### src/rtl/sil_pkg.sv
`timescale 1ns / 1ps
// Package for the sorted insertion list: sizes, status and command codes,
// and the command and status structs between controller and datapath.
// No dependencies.
package sil_pkg;

    localparam int CAPACITY    = 128;
    localparam int KEY_BITS    = 16;
    localparam int SUM_BITS    = 23;
    localparam int COUNT_BITS  = 8;
    localparam int POS_BITS    = 7;
    localparam int STATUS_BITS = 2;
    localparam int ADDR_BITS   = $clog2(CAPACITY);

    localparam logic CMD_INSERT = 1'b0;
    localparam logic CMD_READ   = 1'b1;

    localparam logic [STATUS_BITS-1:0] ST_OK      = 2'd0;
    localparam logic [STATUS_BITS-1:0] ST_FULL    = 2'd1;
    localparam logic [STATUS_BITS-1:0] ST_BAD_POS = 2'd2;

    // Commands from the controller to the datapath.
    typedef struct packed {
        logic load;      // capture the incoming word
        logic decide;    // register the status of the command
        logic rd_pos;    // read the store at the requested position
        logic rd_scan;   // read the store just below the scan index
        logic shift_wr;  // move the entry read up into the scan slot
        logic key_wr;    // write the new key into the scan slot
        logic out_load;  // load the result register
    } sil_ctrl_t;

    // Status from the datapath to the controller.
    typedef struct packed {
        logic is_read;
        logic full;
        logic bad_pos;
        logic at_bottom;
        logic greater;
        logic out_free;
    } sil_stat_t;

endpackage

### src/rtl/sil_in_if.sv
`timescale 1ns / 1ps
// Request channel: valid/ready handshake carrying one command word.
// Depends on sil_pkg.
interface sil_in_if;
    logic                                 valid;
    logic                                 ready;
    logic                                 command;
    logic signed [sil_pkg::KEY_BITS-1:0]  key_value;
    logic        [sil_pkg::POS_BITS-1:0]  position;

    modport source (output valid, command, key_value, position, input ready);
    modport sink   (input valid, command, key_value, position, output ready);
endinterface

### src/rtl/sil_out_if.sv
`timescale 1ns / 1ps
// Result channel: valid/ready handshake carrying one result word.
// Depends on sil_pkg.
interface sil_out_if;
    logic                                   valid;
    logic                                   ready;
    logic signed [sil_pkg::KEY_BITS-1:0]    read_value;
    logic        [sil_pkg::COUNT_BITS-1:0]  entry_count;
    logic signed [sil_pkg::SUM_BITS-1:0]    key_sum;
    logic        [sil_pkg::STATUS_BITS-1:0] status;

    modport source (output valid, read_value, entry_count, key_sum, status, input ready);
    modport sink   (input valid, read_value, entry_count, key_sum, status, output ready);
endinterface

### src/rtl/sil_ctrl.sv
`timescale 1ns / 1ps
// Controller state machine of the sorted insertion list.
// Depends on sil_pkg.
module sil_ctrl (
    input  logic               clk,
    input  logic               rst_n,
    input  logic               in_valid,
    output logic               in_ready,
    input  sil_pkg::sil_stat_t stat,
    output sil_pkg::sil_ctrl_t ctl
);
    import sil_pkg::*;

    localparam logic [2:0] S_IDLE   = 3'd0;
    localparam logic [2:0] S_DECIDE = 3'd1;
    localparam logic [2:0] S_RWAIT  = 3'd2;
    localparam logic [2:0] S_SCAN   = 3'd3;
    localparam logic [2:0] S_CMP    = 3'd4;
    localparam logic [2:0] S_RESULT = 3'd5;

    logic [2:0] state_reg;
    logic [2:0] state_next;

    assign in_ready = (state_reg == S_IDLE);

    always_comb
    begin
        state_next = state_reg;
        ctl        = '0;
        unique case (state_reg)
            S_IDLE:
            begin
                if (in_valid)
                begin
                    ctl.load   = 1'b1;
                    state_next = S_DECIDE;
                end
            end
            S_DECIDE:
            begin
                ctl.decide = 1'b1;
                if (stat.is_read)
                begin
                    if (stat.bad_pos)
                    begin
                        state_next = S_RESULT;
                    end
                    else
                    begin
                        ctl.rd_pos = 1'b1;
                        state_next = S_RWAIT;
                    end
                end
                else if (stat.full)
                begin
                    state_next = S_RESULT;
                end
                else
                begin
                    state_next = S_SCAN;
                end
            end
            S_RWAIT:
            begin
                state_next = S_RESULT;
            end
            S_SCAN:
            begin
                if (stat.at_bottom)
                begin
                    ctl.key_wr = 1'b1;
                    state_next = S_RESULT;
                end
                else
                begin
                    ctl.rd_scan = 1'b1;
                    state_next  = S_CMP;
                end
            end
            S_CMP:
            begin
                if (stat.greater)
                begin
                    ctl.shift_wr = 1'b1;
                    state_next   = S_SCAN;
                end
                else
                begin
                    ctl.key_wr = 1'b1;
                    state_next = S_RESULT;
                end
            end
            S_RESULT:
            begin
                if (stat.out_free)
                begin
                    ctl.out_load = 1'b1;
                    state_next   = S_IDLE;
                end
            end
            default:
            begin
                state_next = S_IDLE;
            end
        endcase
    end

    always_ff @(posedge clk or negedge rst_n)
    begin
        if (!rst_n)
        begin
            state_reg <= S_IDLE;
        end
        else
        begin
            state_reg <= state_next;
        end
    end

endmodule

### src/rtl/sil_dp.sv
`timescale 1ns / 1ps
// Datapath of the sorted insertion list: key store memory, count, sum,
// scan index and result register. Depends on sil_pkg.
module sil_dp (
    input  logic                                  clk,
    input  logic                                  rst_n,
    input  sil_pkg::sil_ctrl_t                    ctl,
    output sil_pkg::sil_stat_t                    stat,
    input  logic                                  in_command,
    input  logic signed [sil_pkg::KEY_BITS-1:0]   in_key_value,
    input  logic        [sil_pkg::POS_BITS-1:0]   in_position,
    output logic                                  out_valid,
    input  logic                                  out_ready,
    output logic signed [sil_pkg::KEY_BITS-1:0]   out_read_value,
    output logic        [sil_pkg::COUNT_BITS-1:0] out_entry_count,
    output logic signed [sil_pkg::SUM_BITS-1:0]   out_key_sum,
    output logic        [sil_pkg::STATUS_BITS-1:0] out_status
);
    import sil_pkg::*;

    logic signed [KEY_BITS-1:0] store_mem [CAPACITY];

    logic                         cmd_reg;
    logic signed [KEY_BITS-1:0]   key_reg;
    logic        [POS_BITS-1:0]   pos_reg;
    logic        [COUNT_BITS-1:0] idx_reg;
    logic        [COUNT_BITS-1:0] count_reg;
    logic signed [SUM_BITS-1:0]   sum_reg;
    logic        [STATUS_BITS-1:0] status_reg;
    logic signed [KEY_BITS-1:0]   rd_data_reg;
    logic                         out_valid_reg;
    logic signed [KEY_BITS-1:0]   out_value_reg;
    logic        [COUNT_BITS-1:0] out_count_reg;
    logic signed [SUM_BITS-1:0]   out_sum_reg;
    logic        [STATUS_BITS-1:0] out_status_reg;

    logic                         wr_en;
    logic        [ADDR_BITS-1:0]  wr_addr;
    logic signed [KEY_BITS-1:0]   wr_data;
    logic                         rd_en;
    logic        [ADDR_BITS-1:0]  rd_addr;
    logic        [COUNT_BITS-1:0] idx_dec;
    logic                         full;
    logic                         bad_pos;

    assign idx_dec = idx_reg - 1'b1;
    assign full    = (count_reg == COUNT_BITS'(CAPACITY));
    assign bad_pos = (COUNT_BITS'(pos_reg) >= count_reg);

    assign wr_en   = ctl.shift_wr | ctl.key_wr;
    assign wr_addr = idx_reg[ADDR_BITS-1:0];
    assign wr_data = ctl.shift_wr ? rd_data_reg : key_reg;
    assign rd_en   = ctl.rd_pos | ctl.rd_scan;
    assign rd_addr = ctl.rd_pos ? pos_reg[ADDR_BITS-1:0] : idx_dec[ADDR_BITS-1:0];

    assign stat.is_read   = (cmd_reg == CMD_READ);
    assign stat.full      = full;
    assign stat.bad_pos   = bad_pos;
    assign stat.at_bottom = (idx_reg == '0);
    assign stat.greater   = (rd_data_reg > key_reg);
    assign stat.out_free  = !out_valid_reg || out_ready;

    always_ff @(posedge clk)
    begin
        if (wr_en)
        begin
            store_mem[wr_addr] <= wr_data;
        end
        if (rd_en)
        begin
            rd_data_reg <= store_mem[rd_addr];
        end
    end

    always_ff @(posedge clk)
    begin
        if (ctl.load)
        begin
            cmd_reg <= in_command;
            key_reg <= in_key_value;
            pos_reg <= in_position;
            idx_reg <= count_reg;
        end
        else if (ctl.shift_wr)
        begin
            idx_reg <= idx_dec;
        end
        if (ctl.decide)
        begin
            if (cmd_reg == CMD_READ)
            begin
                status_reg <= bad_pos ? ST_BAD_POS : ST_OK;
            end
            else
            begin
                status_reg <= full ? ST_FULL : ST_OK;
            end
        end
        if (ctl.out_load)
        begin
            out_value_reg  <= (cmd_reg == CMD_READ && status_reg == ST_OK) ? rd_data_reg : '0;
            out_count_reg  <= count_reg;
            out_sum_reg    <= sum_reg;
            out_status_reg <= status_reg;
        end
    end

    always_ff @(posedge clk or negedge rst_n)
    begin
        if (!rst_n)
        begin
            count_reg     <= '0;
            sum_reg       <= '0;
            out_valid_reg <= 1'b0;
        end
        else
        begin
            if (ctl.key_wr)
            begin
                count_reg <= count_reg + 1'b1;
                sum_reg   <= sum_reg + SUM_BITS'(key_reg);
            end
            if (ctl.out_load)
            begin
                out_valid_reg <= 1'b1;
            end
            else if (out_ready)
            begin
                out_valid_reg <= 1'b0;
            end
        end
    end

    assign out_valid       = out_valid_reg;
    assign out_read_value  = out_value_reg;
    assign out_entry_count = out_count_reg;
    assign out_key_sum     = out_sum_reg;
    assign out_status      = out_status_reg;

endmodule

### src/rtl/sorted_insert_list_with_sum.sv
`timescale 1ns / 1ps
// Top level of the sorted insertion list with running sum.
// Depends on sil_pkg, sil_in_if, sil_out_if, sil_ctrl and sil_dp.
//
// Usage: the request channel takes one word per command: an insert of
// key_value, or a read of the entry at sorted position. Every command gives
// exactly one word on the result channel, with the key read (zero unless a
// good read), the entry count and the key sum after the command, and a status.
// Commands are handled one at a time. A good read passes through the decide,
// read-wait and result states after acceptance; a dropped insert or a bad
// read goes from the decide state straight to the result state. An insert
// walks the store from the top entry downward, reading each entry and moving
// it up through the one read port and one write port of the key memory while
// it is larger than the new key, then writes the new key into the freed slot.
// The request channel is ready again the cycle after the result is loaded
// into the output register.
// Reset clears the entry count, the sum and the result valid flag; the key
// memory is not cleared, since only filled positions are ever read.
// When the receiver stalls, the result word holds in the output register and
// one more command may be accepted; that command then waits to deliver its
// result until the held word is taken.
module sorted_insert_list_with_sum (
    input  logic      clk,
    input  logic      rst_n,
    sil_in_if.sink    request,
    sil_out_if.source result
);
    import sil_pkg::*;

    sil_ctrl_t ctl;
    sil_stat_t stat;

    // The controller owns the request handshake and sequences the datapath.
    sil_ctrl u_ctrl (
        .clk      (clk),
        .rst_n    (rst_n),
        .in_valid (request.valid),
        .in_ready (request.ready),
        .stat     (stat),
        .ctl      (ctl)
    );

    // The datapath holds the store, the count and sum, and the result register.
    sil_dp u_dp (
        .clk             (clk),
        .rst_n           (rst_n),
        .ctl             (ctl),
        .stat            (stat),
        .in_command      (request.command),
        .in_key_value    (request.key_value),
        .in_position     (request.position),
        .out_valid       (result.valid),
        .out_ready       (result.ready),
        .out_read_value  (result.read_value),
        .out_entry_count (result.entry_count),
        .out_key_sum     (result.key_sum),
        .out_status      (result.status)
    );

endmodule

### src/flat_wrapper.sv
// flat-port wrapper written by rule: the top's interface ports become plain ports
module sorted_insert_list_with_sum_flat import sil_pkg::*;
  (clk, rst_n, request_valid, request_command, request_key_value, request_position, request_ready, result_valid, result_read_value, result_entry_count, result_key_sum, result_status, result_ready);
  sil_in_if request_i ();
  sil_out_if result_i ();
  input  logic clk;
  input  logic rst_n;
  input wire logic [$bits(request_i.valid)-1:0] request_valid;
  input wire logic [$bits(request_i.command)-1:0] request_command;
  input wire logic [$bits(request_i.key_value)-1:0] request_key_value;
  input wire logic [$bits(request_i.position)-1:0] request_position;
  output wire logic [$bits(request_i.ready)-1:0] request_ready;
  output wire logic [$bits(result_i.valid)-1:0] result_valid;
  output wire logic [$bits(result_i.read_value)-1:0] result_read_value;
  output wire logic [$bits(result_i.entry_count)-1:0] result_entry_count;
  output wire logic [$bits(result_i.key_sum)-1:0] result_key_sum;
  output wire logic [$bits(result_i.status)-1:0] result_status;
  input wire logic [$bits(result_i.ready)-1:0] result_ready;
  assign request_i.valid = request_valid;
  assign request_i.command = request_command;
  assign request_i.key_value = request_key_value;
  assign request_i.position = request_position;
  assign request_ready = request_i.ready;
  assign result_valid = result_i.valid;
  assign result_read_value = result_i.read_value;
  assign result_entry_count = result_i.entry_count;
  assign result_key_sum = result_i.key_sum;
  assign result_status = result_i.status;
  assign result_i.ready = result_ready;
  sorted_insert_list_with_sum u_core (.clk(clk), .rst_n(rst_n), .request(request_i), .result(result_i));
endmodule
### config.mk
export PLATFORM = sky130hd
export DESIGN_NAME = sorted_insert_list_with_sum_flat
export DESIGN_NICKNAME = d
export VERILOG_FILES = /design/src/rtl/sil_pkg.sv /design/src/rtl/sil_in_if.sv /design/src/rtl/sil_out_if.sv /design/src/rtl/sil_ctrl.sv /design/src/rtl/sil_dp.sv /design/src/rtl/sorted_insert_list_with_sum.sv /design/src/flat_wrapper.sv
export SDC_FILE = /design/constraint.sdc
export NUM_CORES = 2
export LEC_CHECK = 0
export BUFFER_PORTS_ARGS = -buffer_cell sky130_fd_sc_hd__buf_4
export CAP_MARGIN = 10
export CORE_ASPECT_RATIO = 1.2
export CORE_UTILIZATION = 45
export DETAILED_ROUTE_END_ITERATION = 10
export SLEW_MARGIN = 30
export SYNTH_ARGS = -nofsm -noshare
export SYNTH_HDL_FRONTEND = slang
export SYNTH_SLANG_ARGS = --single-unit
### constraint.sdc
create_clock -name clk -period 11.75 [get_ports clk]
set_clock_uncertainty 0.05 [all_clocks]
set_input_delay 0.5875 -clock clk [delete_from_list [all_inputs] [get_ports clk]]
set_output_delay 0.5875 -clock clk [all_outputs]
set_load 0.1 [all_outputs]
==> metrics.txt <==
Setup Viol. Count Final 0; maximum vdd ir drop 0.443 mV; DR vias 56,200; register area share after synthesis 74.2%; global placement routability congestion 0.904; largest net degree at the start of global routing 182; I/O Buffers 78; CTS tree done; Setup CP Type reg -> reg; Multi-input gate area 21,100 um2; flops & latches, synth 2,182; Starting Density 45.4%; fin crit period 6.65 ns; fin. max-slew vios 0; drt drc 0; Die ar. 198,000 um2; first-pass detailed-route iteration total 6; R2R setup slack 5.10 ns; fmax 0.150 GHz; reg2reg end u_core.u_dp.rd_data_reg[0]; Clock Latency Late Sink 0.86 ns; root buffer cell clkbuf_16; routed length per instance 26.2 um; sequential cell area 65,300 um2; Core Util, Final 51.1%; met3 GRT Util 3.99%; initial antenna violation count 13; unrepaired setup endpoints after global routing no; worst slew pin tran 1.16 ns; Final ANT Viol Nets 0; CP Launch Type register; Worst-path clk slew 0.06 ns; Placeable Area 194,000 um2; P&R area growth vs syn 12.7%; Synth Warn # 0; GR Layer Usage met1 34.2%; CP required 12.38 ns; row cnt 177; Worst Path Max Fanout 135; CP Capture Type register; worst relative slew slack 21.4%; met2 usage 40.3%; Post-CTS Setup Inserts 0; syn avg cell area 13.1 um2; Post-synth EDFFs 2,147; Worst R2R Path Depth 15; Period Utilization, post-route 56.6%; Syn Std Cell Area 88,100 um2; syn nets 6,805; total global routing overflow 0; final WL 252 mm; fin cells 9,619; status complete, no violations; endpoints failing hold 0; dpl cells 9,197; Hold Path Class in -> reg; crit path DAT 7.28 ns; die width 406 um; Crit. Startpoint u_core.u_dp.pos_reg[5]; power density over the cells 273 nW/um2; CTS buffer count 209; initial drt markers 6,645; Die H 487 um; Synth cell types 78; Sink Count 2,182; Cells after Synth 6,728; number of I/O pins 79; peak-usage layer in the global routing report met2; detail-routed via count per cell 5.85; GRT Util Overall 25.2%; setup TNS 0 ns; fillers 16,400; buffer depth of the longest clock path 3; CP endpoint u_core.u_dp.rd_data_reg[0]; FF-to-FF Start u_core.u_dp.pos_reg[5]; first-pass GRT wire length 366 mm; share of layout cells above drive strength 1 9.77%; max FFs per register 2,048; Layout Nets 6,916; vias in the first global route 53,100; ys flop type edfxtp_1; ys async rst share 1.60%; H-tree Lvls 4; total leakage power 34.0 nW; maxcap violations 0; detailed-placement wirelength estimate 144 mm
-- per-stage QoR --
stage / hold WS (ns) / setup slack (ns) / instance area, um2 / total power, mW
2_1_floorplan: 0.242 / 3.40 / 88100 / 16.7
3_3_place_gp: 0.410 / 5.23 / 92100 / 20.4
3_5_place_dp: 0.416 / 5.22 / 92100 / 20.5
4_1_cts: 0.0554 / 5.19 / 99200 / 27.2
5_1_grt: 0.148 / 4.79 / 99300 / 28.3
6_report: 0.113 / 5.10 / 99300 / 27.1
-- logic make-up (layout without fill, tap and decap cells) --
family                   Yosys count  in the layout  synth area share [%]
AND/OR/NAND/NOR                 2929           2929                  14.5
flip-flops                      2182           2182                  74.2
AO/OA/AOI/OAI                    941            941                  6.47
buffers and inverters            455            749                  2.25
multiplexers                     133            133                  1.56
adder cells (fa/ha/maj)           49             49                 0.704
XOR/XNOR                          39             39                 0.388
other                              0              2                     0
-- report_power, final --
group | switching, mW | internal (mW)
clock network | 2.95 | 3.80
logic | 7.88 | 2.74
registers | 0.251 | 9.53
-- worst min path at each step --
stage / start / endpoint / slack, ns / cells past startpoint
3_3_place_gp: u_core.u_dp.sum_reg[22] / u_core.u_dp.out_key_sum[22] / 0.41 / 0
5_1_grt: request_valid / u_core.u_ctrl.state_reg[0] / 0.15 / 5
6_report: request_valid / u_core.u_ctrl.state_reg[0] / 0.11 / 5
3_5_place_dp: u_core.u_dp.sum_reg[22] / u_core.u_dp.sum_reg[22] / 0.42 / 1
4_1_cts: request_valid / u_core.u_ctrl.state_reg[0] / 0.06 / 5
2_1_floorplan: rst_n / u_core.u_ctrl.state_reg[0] / 0.24 / 0
-- area by class of cell --
| type | count | area share [%] |
|---|---|---|
| diodes | 2 | 0.00504 |
| repair buffers | 319 | 2.65 |
| clock inverters | 138 | 1.43 |
| multi-input cells | 4091 | 21.3 |
| well taps | 2595 | 3.27 |
| inverters | 36 | 0.137 |
| clock buffers | 256 | 5.45 |
| flip-flops and latches | 2182 | 65.8 |
-- synth_stat cells, drive strengths merged, types with 3 or more instances --
cell type / n / share of area [%]
a311o: 6 / 0.068
xnor2: 28 / 0.28
a31oi: 64 / 0.45
nor2b: 12 / 0.085
or2: 3 / 0.021
nand2b: 14 / 0.099
a21o: 11 / 0.094
o22ai: 16 / 0.11
clkbuf: 186 / 0.79
o21ai: 185 / 1.1
nand2: 1752 / 7.5
inv: 35 / 0.15
a311oi: 46 / 0.46
a32oi: 3 / 0.030
xor2: 11 / 0.11
mux2i: 105 / 1.2
o31ai: 5 / 0.043
o21a: 5 / 0.051
a2111oi: 5 / 0.050
a32o: 28 / 0.32
o21bai: 4 / 0.034
nand3: 652 / 3.7
o2111ai: 16 / 0.16
buf: 233 / 1.3
nor3: 14 / 0.080
o211ai: 3 / 0.031
a21oi: 416 / 2.4
nor3b: 4 / 0.034
dfrtp: 35 / 0.99
edfxtp: 2147 / 73
nor2: 200 / 0.85
nand4: 29 / 0.21
nor4: 58 / 0.50
a211oi: 111 / 0.95
and3: 158 / 1.1
mux2: 28 / 0.36
ha: 48 / 0.68
and2: 20 / 0.14
-- layout by cell type (no fill, tap or decap), drive strengths merged, types with 6 or more instances in the layout --
master and instances:
edfxtp 2147, nand2 1752, nand3 652, a21oi 416, buf 293, clkbuf 256
nor2 200, o21ai 185, and3 158, a211oi 111, mux2i 105, clkinv 102
a31oi 64, nor4 58, ha 48, a311oi 46, inv 43, dfrtp 35
nand4 29, xnor2 28, a32o 28, mux2 28, dlygate4sd3 26, bufinv 23
and2 20, o2111ai 16, o22ai 16, nand2b 14, nor3 14, nor2b 12
a21o 11, xor2 11, a311o 6, clkinvlp 6
-- critical path, cell delays in order (launching register included) --
cell and delay, ns:
edfxtp_1 0.51, ha_1 0.38, o2111ai_1 0.15, o21ai_2 0.37, o211ai_4 0.12, buf_4 0.29
nand2_8 0.64, buf_12 0.47, buf_4 0.80, buf_4 0.70, nand2_1 0.11, a21oi_1 0.17
o21ai_0 0.11, nand3_1 0.18, nand4_1 0.52, nor4_2 0.44
-- per-layer routing --
metal | vias to the layer above | share of wire (%) | wire length, um
met2 | 2436 | 48 | 120000
met4 | 0 | 4.4 | 11200
met3 | 437 | 8.1 | 20300
met5 | - | 0 | 0
met1 | 28300 | 40 | 100000
li1 | 25000 | - | -
-- timing repair --
action,4_1_cts,5_1_grt
hold endpoints to repair,60,0
gates resized for setup,0,0
hold buffers,26,0
Power figures use the tool's default switching activity.
